==> src/pwlvr_pkg.sv <==
package pwlvr_pkg;

  // Table geometry
  localparam int unsigned MaxPoints = 16;
  localparam int unsigned IdxW      = $clog2(MaxPoints);
  localparam int unsigned CntW      = $clog2(MaxPoints + 1);

  // Quotient of one interpolation step: magnitude never exceeds one level span
  localparam int unsigned QW     = 8;
  localparam int unsigned QCntW  = $clog2(QW);
  localparam int unsigned DenW   = 32;
  localparam int unsigned ProdW  = DenW + QW;

  // Voxel kinds
  localparam logic [2:0] KindU8  = 3'd0;
  localparam logic [2:0] KindS8  = 3'd1;
  localparam logic [2:0] KindU16 = 3'd2;
  localparam logic [2:0] KindS16 = 3'd3;
  localparam logic [2:0] KindS32 = 3'd4;

  // Commands
  localparam logic CmdWrite = 1'b0;
  localparam logic CmdMap   = 1'b1;

  // Register indexes
  localparam logic [1:0] CfgKind  = 2'd0;
  localparam logic [1:0] CfgSwap  = 2'd1;
  localparam logic [1:0] CfgCount = 2'd2;

  // Search token handed from cell to cell
  typedef struct packed {
    logic        vld;
    logic        below;
    logic        above;
    logic        hit;
    logic [31:0] v;
    logic [31:0] r0;
    logic [31:0] r1;
    logic [7:0]  l0;
    logic [7:0]  l1;
    logic [7:0]  lfirst;
    logic [7:0]  llast;
  } tok_t;

  // Swap and extend one voxel word
  function automatic logic [31:0] decode_voxel(logic [31:0] word, logic [2:0] kind,
                                               logic swap);
    logic [7:0]  b0, b1, b2, b3;
    logic [15:0] h;
    logic [31:0] x;
    logic [31:0] r;
    b0 = word[7:0];
    b1 = word[15:8];
    b2 = word[23:16];
    b3 = word[31:24];
    h  = swap ? {b0, b1} : {b1, b0};
    x  = swap ? {b0, b1, b2, b3} : {b3, b2, b1, b0};
    unique case (kind)
      KindS8:  r = {{24{b0[7]}}, b0};
      KindU16: r = {16'b0, h};
      KindS16: r = {{16{h[15]}}, h};
      KindS32: r = x;
      default: r = {24'b0, b0};
    endcase
    return r;
  endfunction

endpackage

==> src/pwlvr_div.sv <==
module pwlvr_div (
  input  logic                         clk_i,
  input  logic                         rst_ni,
  input  logic                         start_i,
  input  logic [pwlvr_pkg::ProdW-1:0]  num_i,
  input  logic [pwlvr_pkg::DenW-1:0]   den_i,
  output logic                         done_o,
  output logic [pwlvr_pkg::QW-1:0]     q_o
);

  logic [pwlvr_pkg::ProdW-1:0] rem_q, sh;
  logic [pwlvr_pkg::DenW-1:0]  den_q;
  logic [pwlvr_pkg::QW-1:0]    q_q;
  logic [pwlvr_pkg::QCntW-1:0] cnt_q;
  logic                        run_q, done_q;

  // Divisor aligned to the current quotient bit
  assign sh = {{pwlvr_pkg::QW{1'b0}}, den_q} << cnt_q;

  // Restoring division, one quotient bit a cycle, top bit first
  always_ff @(posedge clk_i or negedge rst_ni) begin
    if (!rst_ni) begin
      run_q  <= 1'b0;
      done_q <= 1'b0;
      cnt_q  <= '0;
    end else begin
      done_q <= 1'b0;
      if (start_i) begin
        run_q <= 1'b1;
        cnt_q <= pwlvr_pkg::QCntW'(pwlvr_pkg::QW - 1);
      end else if (run_q) begin
        cnt_q <= cnt_q - 1'b1;
        if (cnt_q == '0) begin
          run_q  <= 1'b0;
          done_q <= 1'b1;
        end
      end
    end
  end

  always_ff @(posedge clk_i) begin
    if (start_i) begin
      rem_q <= num_i;
      den_q <= den_i;
      q_q   <= '0;
    end else if (run_q && rem_q >= sh) begin
      rem_q        <= rem_q - sh;
      q_q[cnt_q]   <= 1'b1;
    end
  end

  assign done_o = done_q;
  assign q_o    = q_q;

endmodule

==> config.mk <==
export PLATFORM = sky130hd
export DESIGN_NAME = pwlvr_div
export DESIGN_NICKNAME = d
export VERILOG_FILES = /design/src/pwlvr_pkg.sv /design/src/pwlvr_div.sv
export SDC_FILE = /design/constraint.sdc
export NUM_CORES = 1
export LEC_CHECK = 0
export BUFFER_PORTS_ARGS = -buffer_cell sky130_fd_sc_hd__buf_2
export CAP_MARGIN = 20
export CORE_ASPECT_RATIO = 2
export CORE_MARGIN = 2
export CORE_UTILIZATION = 54
export CTS_CLUSTER_DIAMETER = 60
export DETAILED_ROUTE_END_ITERATION = 8
export HOLD_SLACK_MARGIN = 0.15
export PLACE_DENSITY_LB_ADDON = 0.08
export SYNTH_ARGS = -nofsm -noshare
export SYNTH_HDL_FRONTEND = slang
export SYNTH_SLANG_ARGS = --single-unit
export TNS_END_PERCENT = 100
==> constraint.sdc <==
create_clock -name clk_i -period 5.2 [get_ports clk_i]
set_clock_uncertainty 0.15 [all_clocks]
set_input_delay 1.04 -clock clk_i [delete_from_list [all_inputs] [get_ports clk_i]]
set_output_delay 1.04 -clock clk_i [all_outputs]
set_load 0.1 [all_outputs]
==> flow_summary_export.csv <==
group,metric,value,unit
critical_path,worstSetupPathType,"reg -> reg",
grt,grt_max_degree,64,
floorplanning,initial_core_util,54.62,%
power,leakage,3.162,nW
sta,slew_violations,0,
critical_path,critPathArrivalTime,4620,ps
cells_and_area,drive_gt1_share,20.46,%
floorplanning,die_y,160.2,um
clocking,cts_tree,"yes",
routing,drt_iter0_drc,339,
clocking,holdBufCountCts,0,
power,peakVddDrop,0.3466,mV
clocking,postCtsSetupBuffers,0,
routing,wl,19.03,mm
floorplanning,die_w,82.08,um
sta,finalWorstSetupSlack,527.9,ps
sta,timing.fmax,214.0,MHz
critical_path,cp-end-kind,"flop",
logic_synthesis,ys_types,67,
logic_synthesis,synth_top_cells_by_area,"edfxtp_1, mux4_2, ha_1, mux2i_1, nand2_1",
placement,dp_cells,864,
placement,preCtsSetupSlack,532.7,ps
logic_synthesis,syn_nets,780,
sta,timing_worst_slew_pin_value,941.9,ps
grt,grt_pass1_vias,5831,
critical_path,worstPathMaxFanout,20,
cells_and_area,antenna_cells,0,
placement,dp_hpwl,14.95,mm
logic_synthesis,syn_inst,663,
floorplanning,dieArea,0.01314,mm2
placement,postPlaceCellArea,0.007121,mm2
logic_synthesis,synth_edf_count,72,
grt,grt_pass1_wl,29.33,mm
clocking,cts-htree-levels,3,
cells_and_area,fin_nets,845,
routing,dr.pass1.iters,4,
sta,tns,0,ps
placement,io_buffers,83,
critical_path,cp-start-kind,"flop",
logic_synthesis,syn_area,0.006584,mm2
logic_synthesis,syn_area_per_cell,9.930,um2
logic_synthesis,yosysTopAreaCell,"edfxtp_1",
sta,period_needed,4672,ps
logic_synthesis,ys_async_sr_fraction,5.882,%
clocking,cts_buffers,9,
logic_synthesis,ys_top_cells_by_count,"nand2_1, edfxtp_1, o21ai_0, a21oi_1, ha_1",
sta,setup_viol,0,
clocking,clkTransAtPathRegs,80,ps
clocking,cts_resized,0,
logic_synthesis,ys_ff_latch,85,
grt,grt_overflow,0,
floorplanning,coreArea,0.01205,mm2
worst_hold_path,hp-class,"reg -> reg",
grt,grt_usage,29.97,%
cells_and_area,design_area,0.007417,mm2
logic_synthesis,synth_top_area_share,32.84,%
floorplanning,rows,57,
sta,finalCritPeriodShare,89.85,%
routing,ant_nets,0,
sta,maxSlewHeadroom,36.38,%
power,power.density,593.3,mW/mm2
clocking,cts_root_buf,"clkbuf_16",
critical_path,crit_required,5150,ps
cells_and_area,area_growth,12.66,%
floorplanning,io_pins,84,
logic_synthesis,ys_warn_count,0,
cells_and_area,finalNonFillerCells,880,
run,drv_cap,0,
cells_and_area,final_util,61.54,%
placement,finalWeightedCongestion,1.010,
power,power,4.401,mW
sta,hold-worst-slack,315.2,ps
clocking,clock_latency,350,ps
sta,rsz0062_at_grt,"false",
logic_synthesis,synth.most_common_cell,"nand2_1",
logic_synthesis,ys_seq_area_share,37.17,%
status,status,"finished clean",
clocking,clkSinkCount,85,
clocking,clockBufferDepth,2,
grt,antenna_found_initial,0,
routing,wl_per_cell,21.62,um
logic_synthesis,synthFlopType,"edfxtp_1",
sta,hold_viol,0,
routing,vias_per_cell,6.305,
routing,drc_errors,0,
routing,vias,5548,
[cells in the final DEF (no fill, tap or decap), types with 21 or more instances in the layout]
| cell | instances |
|---|---|
| nor2_1 | 26 |
| a21o_1 | 21 |
| edfxtp_1 | 72 |
| ha_1 | 41 |
| a21oi_1 | 46 |
| o21ai_0 | 49 |
| nand2_1 | 80 |
| buf_2 | 82 |
| mux4_2 | 23 |
| mux2i_1 | 33 |
[worst paths after layout]
check | startpoint | end | slack, ps | depth (start not counted)
min in group asynchronous | rst_ni | run_q | 340 | 1
min | q_o[5] | q_o[5] | 320 | 1
min reg2reg | q_o[5] | q_o[5] | 320 | 1
max in group asynchronous | rst_ni | cnt_q[0] | 4410 | 1
max | cnt_q[0] | rem_q[34] | 530 | 14
max reg2reg | cnt_q[0] | rem_q[34] | 530 | 14
[power by group]
part           switching, mW  total, mW  internal (mW)
logic                   1.58       2.59           1.01
registers              0.127       1.15           1.02
clock network          0.319      0.659          0.340
total                   2.03       4.40           2.37
[layer usage]
metal	vias up	track usage, %	share of wire, %
met5	-	0	0
met4	0	18.64	6.9
met3	69	4.407	3.7
met2	184	56.17	55
met1	2622	28.65	34
li1	2673	-	-
[sequential cells by signal (all words and copies together), names as in the netlist]
signal  count
rem_q      40
den_q      32
q_o         8
cnt_q       3
done_o      1
run_q       1
[worst max-delay path: stages (launching register included)]
cell	delay (ps)
dfrtp_2	570
inv_1	380
and3_1	280
and2_1	150
ha_1	180
inv_1	60
fa_1	410
a21o_1	220
a21oi_1	230
o21ai_1	150
o211ai_1	280
o211ai_1	210
a41oi_1	840
o21a_1	240
nor3_1	60
[area by class of cell]
class | count | area [um2]
repair buffers | 92 | 498.0
multi-input cells | 520 | 3915
well taps | 147 | 183.9
clock inverters | 7 | 71.32
clock buffers | 9 | 225.2
fillers | 1061 | 4636
flip-flops and latches | 85 | 2449
inverters | 20 | 75.07
[cells by family after synthesis]
group                    share of synthesized area [%]
adder cells (fa/ha/maj)                          8.096
AND/OR/NAND/NOR                                  14.46
multiplexers                                     13.57
XOR/XNOR                                         4.124
flip-flops                                       37.17
buffers and inverters                            3.402
AO/OA/AOI/OAI                                    19.18
Note: power is estimated with default switching activity, not from simulation.
