**config.mk**
```make
export PLATFORM = sky130hd
export DESIGN_NAME = pwlvr_cell
export DESIGN_NICKNAME = d
export VERILOG_FILES = /design/src/pwlvr_pkg.sv /design/src/pwlvr_cell.sv
export SDC_FILE = /design/constraint.sdc
export NUM_CORES = 1
export LEC_CHECK = 0
export ABC_AREA = 1
export ABC_CLOCK_PERIOD_IN_PS = 2900
export BUFFER_PORTS_ARGS = -buffer_cell sky130_fd_sc_hd__buf_2
export CORE_AREA = 2 2 156 158
export CTS_CLUSTER_SIZE = 14
export DETAILED_ROUTE_END_ITERATION = 8
export DIE_AREA = 0 0 158 160
export PLACE_DENSITY = 0.69
export SLEW_MARGIN = 20
export SYNTH_ARGS = -nofsm -noshare
export SYNTH_HDL_FRONTEND = slang
export SYNTH_SLANG_ARGS = --single-unit
```
**constraint.sdc**
```tcl
create_clock -name clk_i -period 2.9 [get_ports clk_i]
set_input_delay 0.29 -clock clk_i [delete_from_list [all_inputs] [get_ports clk_i]]
set_output_delay 0.29 -clock clk_i [all_outputs]
set_load 0.03 [all_outputs]
```
**src/pwlvr_pkg.sv**
```systemverilog
package pwlvr_pkg;

  // Table geometry
  localparam int unsigned MaxPoints = 16;
  localparam int unsigned IdxW      = $clog2(MaxPoints);
  localparam int unsigned CntW      = $clog2(MaxPoints + 1);

  // Quotient of one interpolation step: magnitude never exceeds one level span
  localparam int unsigned QW     = 8;
  localparam int unsigned QCntW  = $clog2(QW);
  localparam int unsigned DenW   = 32;
  localparam int unsigned ProdW  = DenW + QW;

  // Voxel kinds
  localparam logic [2:0] KindU8  = 3'd0;
  localparam logic [2:0] KindS8  = 3'd1;
  localparam logic [2:0] KindU16 = 3'd2;
  localparam logic [2:0] KindS16 = 3'd3;
  localparam logic [2:0] KindS32 = 3'd4;

  // Commands
  localparam logic CmdWrite = 1'b0;
  localparam logic CmdMap   = 1'b1;

  // Register indexes
  localparam logic [1:0] CfgKind  = 2'd0;
  localparam logic [1:0] CfgSwap  = 2'd1;
  localparam logic [1:0] CfgCount = 2'd2;

  // Search token handed from cell to cell
  typedef struct packed {
    logic        vld;
    logic        below;
    logic        above;
    logic        hit;
    logic [31:0] v;
    logic [31:0] r0;
    logic [31:0] r1;
    logic [7:0]  l0;
    logic [7:0]  l1;
    logic [7:0]  lfirst;
    logic [7:0]  llast;
  } tok_t;

  // Swap and extend one voxel word
  function automatic logic [31:0] decode_voxel(logic [31:0] word, logic [2:0] kind,
                                               logic swap);
    logic [7:0]  b0, b1, b2, b3;
    logic [15:0] h;
    logic [31:0] x;
    logic [31:0] r;
    b0 = word[7:0];
    b1 = word[15:8];
    b2 = word[23:16];
    b3 = word[31:24];
    h  = swap ? {b0, b1} : {b1, b0};
    x  = swap ? {b0, b1, b2, b3} : {b3, b2, b1, b0};
    unique case (kind)
      KindS8:  r = {{24{b0[7]}}, b0};
      KindU16: r = {16'b0, h};
      KindS16: r = {{16{h[15]}}, h};
      KindS32: r = x;
      default: r = {24'b0, b0};
    endcase
    return r;
  endfunction

endpackage

```
**src/pwlvr_cell.sv**
```systemverilog
module pwlvr_cell (
  input  logic                           clk_i,
  input  logic                           rst_ni,
  input  logic [pwlvr_pkg::IdxW-1:0]     idx_i,
  input  logic [pwlvr_pkg::IdxW-1:0]     last_i,
  input  logic                           wr_en_i,
  input  logic [pwlvr_pkg::IdxW-1:0]     wr_idx_i,
  input  logic [31:0]                    wr_raw_i,
  input  logic [7:0]                     wr_level_i,
  input  logic [31:0]                    nxt_raw_i,
  input  logic [7:0]                     nxt_level_i,
  input  pwlvr_pkg::tok_t                tok_i,
  output pwlvr_pkg::tok_t                tok_o,
  output logic [31:0]                    raw_o,
  output logic [7:0]                     level_o
);

  logic [31:0]     raw_q;
  logic [7:0]      level_q;
  pwlvr_pkg::tok_t tok_d, tok_q;

  // Hold this cell's breakpoint
  always_ff @(posedge clk_i) begin
    if (wr_en_i && wr_idx_i == idx_i) begin
      raw_q   <= wr_raw_i;
      level_q <= wr_level_i;
    end
  end

  // Update the token with this cell's verdict
  always_comb begin
    tok_d = tok_i;
    if (idx_i == '0) begin
      tok_d.below  = $signed(tok_i.v) < $signed(raw_q);
      tok_d.lfirst = level_q;
    end
    if (idx_i == last_i) begin
      tok_d.above = $signed(tok_i.v) > $signed(raw_q);
      tok_d.llast = level_q;
    end
    if (idx_i < last_i && $signed(tok_i.v) >= $signed(raw_q)
        && $signed(tok_i.v) <= $signed(nxt_raw_i)) begin
      tok_d.hit = 1'b1;
      tok_d.r0  = raw_q;
      tok_d.r1  = nxt_raw_i;
      tok_d.l0  = level_q;
      tok_d.l1  = nxt_level_i;
    end
  end

  // Advance the token to the next cell
  always_ff @(posedge clk_i or negedge rst_ni) begin
    if (!rst_ni) begin
      tok_q <= '0;
    end else begin
      tok_q <= tok_d;
    end
  end

  assign tok_o   = tok_q;
  assign raw_o   = raw_q;
  assign level_o = level_q;

endmodule

```
==> impl_metrics.csv <==
group,metric,value,unit
yosys,synth-xor-area-share,0.00110,
grt,grt_pass1_wl,40200,um
power_and_ir_drop,intPower,0.00426,W
grt,grt_max_degree,71,
drt,postRouteAntennaNets,0,
sta,worst_slew_pin_slew,717,ps
layout,num_antenna_cells,0,
floorplan,die-area,25300,um^2
sta,finClkSkew,13.3,ps
drt,vias_per_cell,4.71,
yosys,synth_cell_type_count,24,
floorplan,initial_core_util,0.333,
sta,slew_violations,0,
yosys,synthSimpleGateAreaFrac,0.209,
yosys,synthAdderAreaFrac,0.107,
sta,rsz0062_at_grt,"false",
power_and_ir_drop,powerDensity,576,nW/um^2
sta,slew-limit-headroom,0.522,
min_path,hold_path_class,"input port to flip-flop",
setup_path,cp_max_fo,52,
grt,grt_antenna_before_repair,1,
yosys,synthMuxAreaShare,0,
layout,nets,1516,
min_path,hold_depth,1,
cts,numCtsBuffers,17,
layout,final_cell_mix,"buf_2 (397), nand2_1 (245), dfrtp_1 (132)",
power_and_ir_drop,p_seq_frac,0.428,
floorplan,pin_count,399,
layout,syn_to_final_growth,39.1,%
cts,cts.htree.levels,4,
power_and_ir_drop,netSwitchingPower,0.00210,W
floorplan,rows,57,
status,status,"completed",
drt,drt-wirelength-per-cell,17.0,um
yosys,syn-cell-area,7940,um^2
setup_path,worstSetupEndpointType,"flip-flop",
power_and_ir_drop,irDropWorstVdd,338,uV
cts,cts_buffer_depth,2,
yosys,syn_nets,1106,
drt,wirelength,26500,um
power_and_ir_drop,switching_share,0.330,
power_and_ir_drop,clkPwrFrac,0.340,
power_and_ir_drop,combPwrFrac,0.232,
setup_path,cp.arrival,2980,ps
setup_path,worstPathRequired,3250,ps
grt,gr-total-overflow,0,
yosys,syn_inst,811,
sta,hold_viol,0,
grt,grt_pass1_vias,7331,
power_and_ir_drop,p_leak,6.04,nW
grt,groute.usage.overall,0.208,
cts,cts.clk_slew.worst_paths,70,ps
setup_path,startpoint_type,"input port",
sta,fin_setup_tns,0,ps
yosys,ys_seq_area_frac,0.567,
placed_design,pre_cts_ws,208,ps
sta,setup_violations,0,
placed_design,hpwlAfterDp,19900,um
drt,drt_iter0_markers,483,
layout,layout-drive-gt1-share,0.362,
yosys,synth_top_family_by_area,"simple AND/OR/NAND/NOR gates",
floorplan,core,23800,um^2
placed_design,portBuffers,398,
sta,post-route-period-util,0.910,
floorplan,die_x,158,um
sta,fmax,379,MHz
yosys,syn_avg_cell_area,9.79,um^2
sta,worst_slack,261,ps
cts,cts_tree,"built",
floorplan,die_h,160,um
yosys,yosys_warnings,0,
cts,root_buffer,"clkbuf_16",
yosys,synth-compound-area-share,0.0416,
setup_path,reg2reg_depth,13,
layout,final_common_cell,"buf_2",
drt,drc,0,
placed_design,place.gp.congestion,0.862,
yosys,ys_seq_elements,172,
run,maxCapViolCount,0,
drt,first_pass_iters,5,
drt,vias,7331,
setup_path,path_class,"input port to flip-flop",
sta,period_needed,2640,ps
cts,cts_sinks,172,
cts,clk_latency,420,ps
[cells by family after synthesis]
group	count (synthesis)
DFF	172
adders and majority gates	68
and+or+nand+nor	375
xor gates and xnor gates	1
buffers and inverters	134
AOI/OAI and AO/OA	61
[critical path, stage by stage]
cell and delay [ps]:
dlygate4sd3_1 530, buf_2 140, ha_1 390, nand2_1 100, nor2_1 160, nand2_1 140
nor4_4 210, nand2_1 120, nand2_1 70, nand2_1 100, nand3_4 110, buf_12 260
nand4_1 190, nand2_1 150
[state kept, by name (all words and copies together) (netlist names)]
signal / count
tok_o: 132
raw_o: 32
level_o: 8
[what timing repair did]
| item | CTS | global route |
|---|---|---|
| hold buffers | 13 | 1 |
| buffers inserted | 0 | 0 |
| gates resized for setup | 0 | 2 |
| endpoints found under the setup margin | 0 | 59 |
| hold endpoints to repair | 80 | 1 |
[through the flow]
step	power [W]	instance area, um^2	util	hold WS (ps)	cells
2_1_floorplan	0.00362	7960	-	-5.59	811
3_3_place_gp	0.00422	10300	0.434	354	1512
3_5_place_dp	0.00424	10300	0.434	363	1512
4_1_cts	0.00644	11000	0.463	0.927	1557
5_1_grt	0.00668	11000	0.463	2.04	1558
6_report	0.00636	11000	0.463	24.3	1558
[power by group through the flow]
stage | Combinational (W) | Sequential, W | Clock (W)
after floorplan | 0.000468 | 0.00315 | 0
after global placement | 0.00145 | 0.00277 | 0
after detailed placement | 0.00147 | 0.00277 | 0
after CTS | 0.00149 | 0.00272 | 0.00223
after global routing | 0.00161 | 0.00274 | 0.00233
final | 0.00148 | 0.00272 | 0.00216
[path summary, 6_finish.rpt]
kind / startpoint / end / slack [ps]
max: tok_i[127] / tok_o[62] / 260
min: tok_i[118] / tok_o[118] / 20
max reg2reg: raw_o[31] / tok_o[62] / 390
min reg2reg: raw_o[16] / tok_o[80] / 560
max in group asynchronous: rst_ni / tok_o[130] / 1710
min in group asynchronous: rst_ni / tok_o[131] / 450
[cell type report]
class / count / area (um^2)
fill: 2353 / 12800
sequential: 172 / 4500
multi-input combinational: 505 / 2900
timing repair buffer: 425 / 2300
clock buffer: 20 / 447
tap: 324 / 405
inverter: 100 / 375
clock inverter: 12 / 105
[per-layer routing]
layer | up-vias | global-route usage | share of wire
li1 | 3504 | - | -
met1 | 3489 | 0.249 | 0.40
met2 | 295 | 0.367 | 0.51
met3 | 41 | 0.0499 | 0.073
met4 | 2 | 0.0618 | 0.023
met5 | - | 0 | 0.00072
[synthesized netlist by cell type]
| cell type | instances | area [um^2] |
|---|---|---|
| clkbuf_1 | 10 | 37.5 |
| inv_1 | 100 | 375 |
| o22ai_1 | 1 | 6.26 |
| dfrtp_1 | 132 | 3300 |
| a2111oi_0 | 1 | 8.76 |
| nor4_2 | 1 | 12.5 |
| a211oi_2 | 1 | 12.5 |
| nor2_1 | 33 | 124 |
| nand3_4 | 1 | 17.5 |
| buf_6 | 8 | 90.1 |
| nand2_1 | 246 | 923 |
| xnor2_1 | 1 | 8.76 |
| o21a_1 | 1 | 7.51 |
| nand4_1 | 85 | 532 |
| nor3b_1 | 1 | 7.51 |
| a21oi_1 | 35 | 175 |
| nand3_1 | 7 | 35.0 |
| o21ai_0 | 17 | 85.1 |
| nand3_2 | 1 | 10.0 |
| a21o_1 | 4 | 30.0 |
| o21ai_1 | 1 | 5.00 |
| edfxtp_1 | 40 | 1200 |
| ha_1 | 68 | 851 |
| buf_2 | 16 | 80.1 |
(Power assumes the default switching activity.)
